### config.mk
export PLATFORM = sky130hd
export DESIGN_NAME = fcfc_ctrl
export DESIGN_NICKNAME = d
export VERILOG_FILES = /design/src/sv/fcfc_pkg.sv /design/src/sv/fcfc_ctrl.sv
export SDC_FILE = /design/constraint.sdc
export NUM_CORES = 1
export LEC_CHECK = 0
export BUFFER_PORTS_ARGS = -buffer_cell sky130_fd_sc_hd__buf_2
export CORE_MARGIN = 5
export CORE_UTILIZATION = 39
export CTS_CLUSTER_DIAMETER = 40
export DETAILED_ROUTE_END_ITERATION = 7
export GPL_ROUTABILITY_DRIVEN = 1
export SLEW_MARGIN = 20
export SYNTH_ARGS = -nofsm -noshare
export SYNTH_HDL_FRONTEND = slang
export SYNTH_SLANG_ARGS = --single-unit
export TNS_END_PERCENT = 50
### constraint.sdc
create_clock -name clk -period 2.6 [get_ports clk]
set_input_delay 0.26 -clock clk [delete_from_list [all_inputs] [get_ports clk]]
set_output_delay 0.26 -clock clk [all_outputs]
set_load 0.05 [all_outputs]
### src/sv/fcfc_pkg.sv
// shared constants, codes and controller/datapath interface types
package fcfc_pkg;

  // filter depth and derived index width
  localparam int MAX_TAPS = 256;
  localparam int TAP_AW   = (MAX_TAPS > 1) ? $clog2(MAX_TAPS) : 1;

  // payload widths
  localparam int NUM_CH   = 4;
  localparam int TAP_W    = 18;
  localparam int SMP_W    = 24;
  localparam int IDX_W    = 8;
  localparam int CFG_W    = 9;
  localparam int HIST_W   = NUM_CH * SMP_W;

  // arithmetic widths: Q2.40 product, exact sum over the whole tap line
  localparam int PROD_W   = TAP_W + SMP_W;
  localparam int ACC_W    = PROD_W + TAP_AW;
  localparam int RND_SH   = 17;
  localparam int RQ_W     = ACC_W + 1 - RND_SH;

  localparam logic signed [ACC_W:0]  RND_HALF = (ACC_W + 1)'(65536);
  localparam logic signed [RQ_W-1:0] RQ_MAX   = RQ_W'(8388607);
  localparam logic signed [RQ_W-1:0] RQ_MIN   = RQ_W'(-8388608);

  // operation codes
  localparam logic OP_TAP_LOAD = 1'b0;
  localparam logic OP_SAMPLE   = 1'b1;

  // register map
  localparam int   DATA_W          = 32;
  localparam int   CFG_AW          = 3;
  localparam logic REG_ACTIVE_TAPS = 1'b0;

  // commands from controller to datapath
  typedef struct packed {
    logic              tap_we;
    logic              start;
    logic              issue;
    logic [TAP_AW-1:0] k;
    logic              load_out;
  } dp_cmd_t;

  // status from datapath to controller
  typedef struct packed {
    logic pipe_busy;
    logic out_free;
  } dp_sts_t;

endpackage

### src/sv/fcfc_ctrl.sv
// sequencer: accepts words, steps the tap index and hands results to the output register
module fcfc_ctrl (
  input  logic                        clk,
  input  logic                        rst_n,
  input  logic                        in_valid,
  output logic                        in_stall,
  input  logic                        in_operation,
  input  logic [fcfc_pkg::CFG_W-1:0]  active_taps,
  input  fcfc_pkg::dp_sts_t           sts,
  output fcfc_pkg::dp_cmd_t           cmd
);
  import fcfc_pkg::*;

  typedef enum logic [3:0] {
    ST_IDLE  = 4'b0001,
    ST_RUN   = 4'b0010,
    ST_DRAIN = 4'b0100,
    ST_OUT   = 4'b1000
  } state_t;

  state_t            state_r, state_nxt;
  logic [TAP_AW-1:0] k_r, k_nxt;
  logic [TAP_AW-1:0] m_last;
  logic              accept;

  // effective filter length minus one, zero acts as one, clamp at the line depth
  always_comb begin
    priority if (active_taps == '0) begin
      m_last = '0;
    end else if (32'(active_taps) > MAX_TAPS) begin
      m_last = TAP_AW'(MAX_TAPS - 1);
    end else begin
      m_last = TAP_AW'(active_taps - CFG_W'(1));
    end
  end

  assign accept   = in_valid && (state_r == ST_IDLE);
  assign in_stall = (state_r != ST_IDLE);

  // next state and commands
  always_comb begin
    state_nxt    = state_r;
    k_nxt        = k_r;
    cmd.tap_we   = 1'b0;
    cmd.start    = 1'b0;
    cmd.issue    = 1'b0;
    cmd.k        = k_r;
    cmd.load_out = 1'b0;
    unique case (state_r)
      ST_IDLE: begin
        if (accept) begin
          if (in_operation == OP_SAMPLE) begin
            cmd.start = 1'b1;
            k_nxt     = '0;
            state_nxt = ST_RUN;
          end else begin
            cmd.tap_we = 1'b1;
          end
        end
      end
      ST_RUN: begin
        cmd.issue = 1'b1;
        if (k_r == m_last) begin
          state_nxt = ST_DRAIN;
        end else begin
          k_nxt = k_r + TAP_AW'(1);
        end
      end
      ST_DRAIN: begin
        if (!sts.pipe_busy) begin
          state_nxt = ST_OUT;
        end
      end
      ST_OUT: begin
        if (sts.out_free) begin
          cmd.load_out = 1'b1;
          state_nxt    = ST_IDLE;
        end
      end
      default: begin
        state_nxt = ST_IDLE;
      end
    endcase
  end

  // state registers
  always_ff @(posedge clk) begin
    if (!rst_n) begin
      state_r <= ST_IDLE;
      k_r     <= '0;
    end else begin
      state_r <= state_nxt;
      k_r     <= k_nxt;
    end
  end

endmodule

Word level (Yosys, flattened, before mapping). Index checks and enable logic that the tools add are counted.

Input port bits: 15. Output and inout port bits: 13. Register bits: 12. Word-level logic and storage cells: 41.

Muxes and demuxes: 19. Add/sub/neg operators: 2. Reduce and logical (&&, ||, !) cells: 5. Magnitude comparators: 1. Equal/unequal tests: 12.

Operators by type and width (number): $mux W8 (5); $mux W4 (5); $pmux W4 S4 (1); $pmux W8 S2 (1); $ne A2 B2 Y1 const B (6); $gt A9 B9 Y1 const B (1); $logic_not A9 Y1 (1); $add A8 B1 Y8 const B (1); $eq A8 B8 Y1 (1); $sub A8 B1 Y8 const B (1); $mux W1 (5); $reduce_and A5 Y1 (1); $eq A4 B1 Y1 const B (1); $eq A4 B2 Y1 const B (1); $eq A4 B3 Y1 const B (1); $eq A4 B4 Y1 const B (1); $mux W2 (2); $ne A4 B1 Y1 const B (1); $reduce_and A4 Y1 (1); $reduce_bool A2 Y1 (1); $logic_and A1 B1 Y1 (1).

Longest topological paths before layout. Gate-level depths: netlist of the first run.

Depth after elaboration: 6. Gate-level depth with buffers: 11. Mapped depth without buffers: 10.

Worst setup path after synthesis of the first run. Ideal clock, no wire load.

Path kind: flip-flop to flip-flop. From: register state_r[1]. To: register k_r[3]. Path slack: -930 ps. Required time: 2530 ps. Cell stages (with the launch flop): 5. Data arrival time: 3460 ps. Period minus slack after synthesis: 3530 ps. Setup time: 70 ps. Path through: dfxtp_1 > nor4b_1 > o21ai_1 > or3_1 > a21oi_1.

Longest elaborated chain between the ends: 4.

Ends and longest elaborated chain: from (decl) (line fcfc_ctrl.sv:21) `state_t state_r, state_nxt;`; from (signal assigned) (line fcfc_ctrl.sv:92) `state_r <= state_nxt;`; $eq A4 B1 Y1 (line fcfc_ctrl.sv:37, fcfc_ctrl.sv:49); $logic_and A1 B1 Y1 (line fcfc_ctrl.sv:37) `assign accept = in_valid && (state_r == ST_IDLE);`; $ne A2 B2 Y1 (no line); $reduce_and A4 Y1 (no line); to (signal assigned) (line fcfc_ctrl.sv:93) `k_r <= k_nxt;`; to (decl) (line fcfc_ctrl.sv:22) `logic [TAP_AW-1:0] k_r, k_nxt;`.

Several ways; a longest one is shown, not always the timed one. A chain may end at the register's enable or synchronous reset.

Worst setup path after layout of the first run.
From: input active_taps[1] (netlist name). To: register k_r[7].

Longest elaborated chain between the ends: 6.

Ends and longest elaborated chain: from (decl) (line fcfc_ctrl.sv:8) `input logic [fcfc_pkg::CFG_W-1:0] active_taps,`; $sub A8 B1 Y8 or $gt A9 B9 Y1 (tied branches) (line fcfc_ctrl.sv:33, fcfc_ctrl.sv:30); $mux W8 (line fcfc_ctrl.sv:30) `end else if (32'(active_taps) > MAX_TAPS) begin`; $mux W8 * (line fcfc_ctrl.sv:28) `priority if (active_taps == '0) begin`; $eq A8 B8 Y1 * (line fcfc_ctrl.sv:63) `if (k_r == m_last) begin`; $ne A2 B2 Y1 (no line) *; $reduce_and A4 Y1 (no line) *.

Mark *: on every way between the ends. The rest lies on a longest branch, timed or not.

==> results of run 1 <==
==> sequential cells by signal, indices dropped and copies added (netlist names) <==
name / flops
k_r: 8
state_r: 4
==> Yosys cell counts, drive strengths merged, types with 3 or more instances <==
master	count
a21boi	4
a21oi	10
a31oi	4
and3	3
buf	3
clkbuf	5
dfxtp	12
inv	8
nand2	10
nand2b	4
nand3	6
nor2	10
nor2b	5
nor3	4
nor4	4
nor4b	3
o21ai	6
o31ai	3
or3	6
or4	4
xnor2	6
==> final cells by class <==
class / count / area [um^2] / share of cell area
multi-input cells: 126 / 913 / 0.576
flip-flops and latches: 12 / 241 / 0.152
inverters: 8 / 30.0 / 0.0189
clock buffers: 4 / 36.3 / 0.0229
repair buffers: 52 / 323 / 0.204
well taps: 33 / 41.3 / 0.0260
==> worst max-delay path, cell delays in order <==
cell and delay (ns):
sky130_fd_sc_hd__buf_2 0.11, sky130_fd_sc_hd__inv_1 0.09, sky130_fd_sc_hd__ha_4 0.16, sky130_fd_sc_hd__or4b_4 0.49, sky130_fd_sc_hd__nor2_4 0.13, sky130_fd_sc_hd__mux2i_2 0.27
sky130_fd_sc_hd__nor4_2 0.07, sky130_fd_sc_hd__nor4_2 0.33, sky130_fd_sc_hd__o2111a_2 0.27, sky130_fd_sc_hd__or4b_1 0.46, sky130_fd_sc_hd__a21oi_2 0.12
==> through the flow <==
step | utilization | std cells | power [mW]
finish | 0.532 | 235 | 0.483
global route | 0.532 | 235 | 0.506
CTS | 0.519 | 233 | 0.481
detailed placement | 0.507 | 229 | 0.330
global placement | 0.507 | 229 | 0.327
floorplan | - | 154 | 0.279
==> power groups by stage <==
| stage | combinational (mW) | sequential, mW | clock [mW] |
|---|---|---|---|
| floorplan | 0.0842 | 0.195 | 0 |
| global placement | 0.132 | 0.195 | 0 |
| global route | 0.152 | 0.191 | 0.163 |
| CTS | 0.136 | 0.191 | 0.155 |
| finish | 0.139 | 0.191 | 0.154 |
| detailed placement | 0.135 | 0.195 | 0 |
==> how the worst max path moves through the flow <==
stage / endpoint / slack, ns / cells after the start
2_1_floorplan: k_r[7]$_SDFFE_PN0P_ / 0.002 / 11
3_3_place_gp: k_r[7]$_SDFFE_PN0P_ / -0.13 / 11
3_5_place_dp: k_r[0]$_SDFFE_PN0P_ / -0.21 / 11
4_1_cts: k_r[0]$_SDFFE_PN0P_ / 0.07 / 11
5_1_grt: k_r[7]$_SDFFE_PN0P_ / -0.02 / 11
6_report: k_r[7]$_SDFFE_PN0P_ / 0.05 / 11
==> cell usage in the layout, fill, tap and decap left out, types with 5 or more instances in the layout <==
master                    Yosys  routed
sky130_fd_sc_hd__a21oi_1     10       9
sky130_fd_sc_hd__buf_2        2      27
sky130_fd_sc_hd__buf_4        0      25
sky130_fd_sc_hd__dfxtp_1     12      11
sky130_fd_sc_hd__inv_1        8       7
sky130_fd_sc_hd__nand2_1     10      10
sky130_fd_sc_hd__nand3_1      6       6
sky130_fd_sc_hd__nor2_1       9       9
sky130_fd_sc_hd__nor2b_1      5       5
sky130_fd_sc_hd__o21ai_0      5       5
sky130_fd_sc_hd__or3_1        6       6
sky130_fd_sc_hd__xnor2_1      6       6
==> repair_timing <==
action	CTS	global route
buffers inserted	0	2
setup endpoints to repair	0	7
gates resized for setup	0	5
==> cell families after synthesis <==
kind of cell,after synthesis
xor gates and xnor gates,8
DFF,12
buffers and inverters,16
AOI/OAI and AO/OA,42
adders and majority gates,2
and+or+nand+nor,72
muxes,2
==> routing by layer <==
| metal | routed length, um | vias to the layer above | global-route usage |
|---|---|---|---|
| met5 | 0 | - | 0 |
| met4 | 48 | 0 | 0.0660 |
| met3 | 129 | 6 | 0.0295 |
| met2 | 1690 | 29 | 0.298 |
| met1 | 1550 | 638 | 0.194 |
| li1 | - | 680 | - |
==> out/results.txt, run 1 <==
final number of hold-violating endpoints: 0
Setup violations, final: 0
Inserted Clock Buffers: 3
number of distinct library cells after synthesis: 55
type of the most critical hold path: input pin to flop
sequential share of the synthesized area: 0.204
cells taking the most area after synthesis: sky130_fd_sc_hd__dfxtp_1 20%, sky130_fd_sc_hd__xnor2_1 4.5%, sky130_fd_sc_hd__a21oi_1 4.3%
number of filler instances in the final layout: 301
number of violations reported at the end of detailed-routing iteration 0: 58
post-layout worst setup margin: 0.0513 ns
number of cells on the worst hold path: 2
critical register-to-register path endpoint: k_r[6]$_SDFFE_PN0P_
max-slew headroom at the worst pin: 0.631
# Max-Cap Violations: 0
sequential share of power: 0.395
category of the most critical setup path: input pin to flop
standard cell area after detailed placement: 1510 um^2
syn avg cell area: 7.63 um^2
main combinational cell family by area after synthesis: simple AND/OR/NAND/NOR gates
clock latency reported for the late side of the worst-skew pair: 0.27 ns
highest ir drop seen on vdd: 0.000250 V
share of synthesized area spent on multiplexers: 0.0170
switch share: 0.317
Via density: 5.76
share of the synthesized netlist area taken by xor and xnor gates: 0.0596
status: completed
Sum Neg Setup Slack: 0 ns
asr flop ratio synth: 0
number of rows created at floorplan: 20
endpoint class of the critical path: flop
all-layer global routing usage: 0.166
final antenna diode count: 0
number of warnings issued by yosys: 0
Routed wire per std cell: 14.5 um
share of post-route cells with drive strength above 1: 0.376
internal power consumption: 330 uW
Netlist Area Pre-Place: 1170 um^2
clock root buffer master: sky130_fd_sc_hd__clkbuf_4
final wirelength: 3420 um
count of state elements after synthesis: 12
DIE HEIGHT: 64.9 um
CTS Hold Buffers Added: 0
DIE AREA: 4210 um^2
total I/O pin count: 28
required time of the worst setup path: 2.81 ns
arithmetic-cell share of the synthesized area counting full adders, half adders and majority gates: 0.0213
number of enable-type register cells in the synthesized netlist: 0
simple-gate share of the synthesized area: 0.388
number of cells on the worst reg-to-reg path: 8
gate count after technology mapping: 154
worst slew pin tran: 0.551 ns
syn nets: 171
Final Critical Period: 2.55 ns
part of the cycle the worst path needs: 0.980
Worst EP arrival: 2.76 ns
number of clock sinks: 12
core region area: 2980 um^2
worst setup path startpoint: active_taps[1]
DRT Pass-1 Iters: 4
achievable clock frequency: 392 MHz
initial antenna violation count: 0
Area growth syn-to-layout: 34.9%
buffer depth of the longest clock path: 2
final HPWL from detailed placement: 2660 um
Max Slew Vio Count: 0
effective utilization at floorplan: 0.395
quantity of I/O buffers inserted on ports: 27
GRT overflow: 0
CTS tree: yes
fraction of post-synthesis cell area in the top cell type by area: 0.204
type of element launching the critical path: input pin
setup slack after placement: -0.211 ns
compound-cell area share of the yosys netlist: 0.250
number of global-route vias before repair: 1357
total leakage power: 0.653 nW
DRC violations left: 0
reg2reg setup slack: 0.14 ns
global-route wire length before repair: 5690 um
Fin Clk Skew: 0.00122 ns
Post-Route Hold Slack: 0.287 ns
switching power: 153 uW
final std cell area, no fill: 1590 um^2
ratio of total power to cell area: 305 nW/um^2
Die Width: 64.9 um
HP Start: rst_n
number of vias in the routed layout: 1353
combinational cell fraction of total power: 0.287
# H-tree levels: 1
Critical R2R Launch: k_r[5]$_SDFFE_PN0P_
DRT antenna net count: 0
Main synth FF type: sky130_fd_sc_hd__dfxtp_1
pin count of the biggest net entering global routing: 14
maximum fanout count along the critical path: 5
power share of the clock group: 0.318
clock-pin slew on the worst setup and hold paths: 0.08 ns
Routability Congestion: 0.886
post-synthesis cell type with the largest combined area: sky130_fd_sc_hd__dfxtp_1
number of nets in the finished design: 220
Hold Path Sink: state_r[1]$_SDFFE_PN0P_
No activity file was read; power rests on OpenSTA's default activity.
==> run 2, diff against run 1 <==
clock period = 2.19 ns   (was 2.6 ns; I/O delays follow)
==> out/results.txt, run 2 (synthesis gave the netlist of run 1 again) <==
status: finished, violations left
violations in the final reports: setup timing
largest registers: k_r (8), state_r (4)
switch share: 0.329
number of filler instances in the final layout: 267
final number of hold-violating endpoints: 0
buffer depth of the longest clock path: 2
commonest non-fill, non-tap cell in the layout: sky130_fd_sc_hd__buf_4
Critical R2R Launch: k_r[5]$_SDFFE_PN0P_
initial antenna violation count: 0
DRC violations left: 0
Area growth syn-to-layout: 58.7%
category of the most critical setup path: input pin to flop
sequential share of power: 0.403
endpoint class of the critical path: flop
final std cell area, no fill: 1860 um^2
post-layout worst setup margin: -0.221 ns
pin count of the biggest net entering global routing: 10
internal power consumption: 376 uW
required time of the worst setup path: 2.39 ns
clock latency reported for the late side of the worst-skew pair: 0.27 ns
global-route wire length before repair: 6020 um
CTS Hold Buffers Added: 0
all-layer global routing usage: 0.178
Fin Clk Skew: 0.00459 ns
number of nets in the finished design: 240
DRT Pass-1 Iters: 4
number of rows created at floorplan: 20
clock root buffer master: sky130_fd_sc_hd__clkbuf_4
ratio of total power to cell area: 301 nW/um^2
Die Width: 64.9 um
Final Critical Period: 2.41 ns
final antenna diode count: 0
DRT antenna net count: 0
CTS tree: yes
Worst EP arrival: 2.61 ns
Routability Congestion: 0.857
core region area: 2980 um^2
maximum fanout count along the critical path: 3
Setup violations, final: 10
Inserted Clock Buffers: 3
clock-pin slew on the worst setup and hold paths: 0.07 ns
worst setup path startpoint: active_taps[1]
Via density: 5.75
switching power: 185 uW
share of post-route cells with drive strength above 1: 0.511
Routed wire per std cell: 14.3 um
max-slew headroom at the worst pin: 0.678
# H-tree levels: 1
DIE AREA: 4210 um^2
total I/O pin count: 28
Reg with most FFs: k_r
Max Slew Vio Count: 0
worst slew pin tran: 0.482 ns
final wirelength: 3640 um
RSZ-0062 raised after global routing: yes
part of the cycle the worst path needs: 1.10
effective utilization at floorplan: 0.395
type of the most critical hold path: input pin to flop
most frequent cells in the layout: 44 x sky130_fd_sc_hd__buf_4, 25 x sky130_fd_sc_hd__buf_2, 10 x sky130_fd_sc_hd__nand2_1, 10 x sky130_fd_sc_hd__dfxtp_1, 9 x sky130_fd_sc_hd__nor2_1
number of violations reported at the end of detailed-routing iteration 0: 77
overall power consumption: 561 uW
quantity of I/O buffers inserted on ports: 27
type of element launching the critical path: input pin
final HPWL from detailed placement: 2730 um
number of clock sinks: 12
HP Start: rst_n
power share of the clock group: 0.236
total leakage power: 0.775 nW
# Max-Cap Violations: 0
DIE HEIGHT: 64.9 um
GRT overflow: 0
number of global-route vias before repair: 1414
number of vias in the routed layout: 1461
standard cell area after detailed placement: 1620 um^2
combinational cell fraction of total power: 0.361
flip-flop count of the largest register after layout: 8
highest ir drop seen on vdd: 0.000325 V
achievable clock frequency: 415 MHz
-- run 2: per-stage QoR --
| stage | hold slack [ns] | utilization | TNS, ns | instances | worst slack, ns |
|---|---|---|---|---|---|
| final | 0.246 | 0.626 | -1.25 | 254 | -0.221 |
| after global routing | 0.246 | 0.626 | -2.09 | 254 | -0.302 |
| after CTS | 0.244 | 0.599 | -0.767 | 253 | -0.222 |
| after detailed placement | 0.501 | 0.542 | -5.26 | 243 | -0.570 |
| after global placement | 0.506 | 0.542 | -4.71 | 243 | -0.516 |
| after floorplan | 0.365 | - | -3.73 | 154 | -0.401 |
-- run 2: worst paths after layout --
path	to	slack, ns	cells past startpoint
worst max-delay path	k_r[7]$_SDFFE_PN0P_	-0.22	11
worst min register to register	k_r[7]$_SDFFE_PN0P_	0.52	2
worst min-delay path	state_r[1]$_SDFFE_PN0P_	0.25	2
worst max register to register	k_r[6]$_SDFFE_PN0P_	-0.10	10
-- run 2: layout make-up --
cell class              count  area, um^2  share of cell area
repair buffers             72         497               0.266
flip-flops and latches     12         243               0.130
well taps                  33        41.3              0.0221
clock buffers               3        22.5              0.0121
inverters                   8        35.0              0.0188
multi-input cells         126        1030               0.550
-- run 2: critical path: stages --
cell and delay (ns):
sky130_fd_sc_hd__buf_8 0.10, sky130_fd_sc_hd__inv_4 0.05, sky130_fd_sc_hd__ha_4 0.12, sky130_fd_sc_hd__or4b_4 0.48, sky130_fd_sc_hd__nor2_4 0.15, sky130_fd_sc_hd__mux2i_4 0.28
sky130_fd_sc_hd__nor4_4 0.06, sky130_fd_sc_hd__nor4_2 0.33, sky130_fd_sc_hd__o2111a_2 0.24, sky130_fd_sc_hd__or4b_4 0.46, sky130_fd_sc_hd__a21oi_2 0.11
-- run 2: what timing repair did --
action,CTS,global route
endpoints found under the hold margin,0,0
resized for setup,22,16
buffers inserted,7,1
gates cloned,0,0
pin swaps,17,14
setup endpoints to repair,10,10
-- run 2: layer usage --
metal | up-vias | GRT usage | wire [um]
li1 | 724 | - | -
met1 | 702 | 0.209 | 1560
met2 | 27 | 0.328 | 1850
met3 | 8 | 0.0173 | 140
met4 | 0 | 0.0712 | 90
met5 | - | 0 | 0
-- run 2: power groups by stage --
| stage | Combinational [mW] | Sequential [mW] | Clock [mW] |
|---|---|---|---|
| after floorplan | 0.100 | 0.232 | 0 |
| after global placement | 0.168 | 0.231 | 0 |
| after detailed placement | 0.172 | 0.232 | 0 |
| after CTS | 0.190 | 0.226 | 0.138 |
| after global routing | 0.217 | 0.227 | 0.155 |
| final | 0.202 | 0.226 | 0.132 |
==> run 3, diff against run 2 <==
HOLD_SLACK_MARGIN = 0.15   (was not set)
clock period = 2 ns   (was 2.19 ns; I/O delays follow)
==> out/results.txt, run 3 (synthesis gave the netlist of run 1 again) <==
global-route wire length before repair: 6030 um
CP max stage delay: 0.48 ns
power share of the clock group: 0.295
Critical R2R Launch: k_r[3]$_SDFFE_PN0P_
overall power consumption: 654 uW
Area growth syn-to-layout: 60.4%
endpoint class of the critical path: flop
cell-by-cell listing of the critical path: buf_6 > inv_4 > ha_4 > or4b_4 > nor2_4 > mux2i_4 > nor4_4 > nor4_2 > o2111a_2 > or4b_4 > a21oi_2
total I/O pin count: 28
worst slew pin tran: 0.315 ns
clock-pin slew on the worst setup and hold paths: 0.08 ns
final antenna diode count: 0
clock latency reported for the late side of the worst-skew pair: 0.27 ns
DRT antenna net count: 0
internal power consumption: 444 uW
CTS Hold Buffers Added: 0
# Max-Cap Violations: 0
clock root buffer master: sky130_fd_sc_hd__clkbuf_4
Die Width: 64.9 um
DRC violations left: 0
Top cell by count, worst path: sky130_fd_sc_hd__or4b_4
Setup violations, final: 10
number of clock sinks: 12
switching power: 209 uW
highest ir drop seen on vdd: 0.000346 V
core region area: 2980 um^2
final HPWL from detailed placement: 2760 um
category of the most critical setup path: input pin to flop
Worst EP arrival: 2.61 ns
met3 wire length: 138 um
register cell area after layout: 248 um^2
share of post-route cells with drive strength above 1: 0.514
Inserted Clock Buffers: 3
number of nets in the finished design: 236
uppermost metal layer occupied by signal nets: met4
Routability Congestion: 0.816
number of global-route vias before repair: 1379
number of filler instances in the final layout: 260
Via density: 5.70
final std cell area, no fill: 1880 um^2
GRT overflow: 0
sequential share of power: 0.375
quantity of I/O buffers inserted on ports: 27
Reg with most FFs: k_r
number of vias in the routed layout: 1430
final number of hold-violating endpoints: 0
DRT Pass-1 Iters: 4
type of the most critical hold path: input pin to flop
number of violations reported at the end of detailed-routing iteration 0: 55
Fin Clk Skew: 0.00481 ns
most frequent cells in the layout: 37 x sky130_fd_sc_hd__buf_4, 25 x sky130_fd_sc_hd__buf_2, 10 x sky130_fd_sc_hd__nand2_1, 10 x sky130_fd_sc_hd__dfxtp_1, 9 x sky130_fd_sc_hd__nor2_1
Sum Neg Setup Slack: -2.98 ns
buffer depth of the longest clock path: 2
HP Start: rst_n
required time of the worst setup path: 2.21 ns
metal1 wirelength: 1530 um
switch share: 0.320
Post-Route Hold Slack: 0.229 ns
final wirelength: 3680 um
multi-input gate area in the final layout: 1050 um^2
setup slack after placement: -0.803 ns
CTS tree: yes
part of the cycle the worst path needs: 1.20
max-slew headroom at the worst pin: 0.789
combinational cell fraction of total power: 0.330
pin count of the biggest net entering global routing: 12
total leakage power: 0.762 nW
all-layer global routing usage: 0.177
RSZ-0062 raised after global routing: yes
ratio of total power to cell area: 347 nW/um^2
status: finished, violations left
achievable clock frequency: 417 MHz
Max Slew Vio Count: 0
DIE HEIGHT: 64.9 um
# H-tree levels: 1
effective utilization at floorplan: 0.395
DIE AREA: 4210 um^2
post-layout worst setup margin: -0.397 ns
type of element launching the critical path: input pin
slowest CP cell: sky130_fd_sc_hd__or4b_4
worst setup path startpoint: active_taps[1]
maximum fanout count along the critical path: 4
violations in the final reports: setup timing
initial antenna violation count: 0
largest registers: k_r (8), state_r (4)
flip-flop count of the largest register after layout: 8
Routed wire per std cell: 14.7 um
number of rows created at floorplan: 20
amount of wire on met2 after detailed routing: 1970 um
standard cell area after detailed placement: 1630 um^2
commonest non-fill, non-tap cell in the layout: sky130_fd_sc_hd__buf_4
Final Critical Period: 2.40 ns
## run 3: final cells by class
class | count | share of cell area
multi-input combinational | 126 | 0.557
inverter | 8 | 0.0186
clock buffer | 4 | 0.0193
tap | 33 | 0.0219
timing repair buffer | 68 | 0.252
sequential | 12 | 0.131
## run 3: power by group through the flow
| stage | logic [mW] | clock network [mW] | registers, mW |
|---|---|---|---|
| 6_report | 0.216 | 0.193 | 0.245 |
| 5_1_grt | 0.233 | 0.215 | 0.246 |
| 4_1_cts | 0.204 | 0.200 | 0.246 |
| 3_5_place_dp | 0.185 | 0 | 0.252 |
| 3_3_place_gp | 0.180 | 0 | 0.252 |
| 2_1_floorplan | 0.114 | 0 | 0.252 |
## run 3: final timing paths
check,endpoint,slack [ns],cells after the start
setup reg to reg,k_r[6]$_SDFFE_PN0P_,-0.28,8
hold / removal,state_r[1]$_SDFFE_PN0P_,0.23,2
setup / recovery,k_r[7]$_SDFFE_PN0P_,-0.40,11
hold reg to reg,k_r[7]$_SDFFE_PN0P_,0.53,2
## run 3: critical path: cells and delay by family
kind | cells | cell delay, ns
multiplexers | 1 | 0.27
AND/OR/NAND/NOR | 5 | 1.47
adder cells (fa/ha/maj) | 1 | 0.14
buffers and inverters | 2 | 0.15
AO/OA/AOI/OAI | 2 | 0.37
## run 3: stage by stage
| stage | instances | utilization |
|---|---|---|
| 2_1_floorplan | 154 | - |
| 3_3_place_gp | 243 | 0.548 |
| 3_5_place_dp | 243 | 0.548 |
| 4_1_cts | 250 | 0.602 |
| 5_1_grt | 251 | 0.633 |
| 6_report | 251 | 0.633 |
## run 3: per-layer routing
metal / global-route usage / vias to the layer above
met4: 0.0660 / 0
met3: 0.0139 / 4
met5: 0 / -
met1: 0.207 / 679
met2: 0.331 / 36
li1: - / 711
## run 3: repair_timing
item | 4_1_cts | 5_1_grt
endpoints found under the setup margin | 10 | 10
buffers inserted | 3 | 3
resized for setup | 23 | 21
pin swaps | 22 | 21
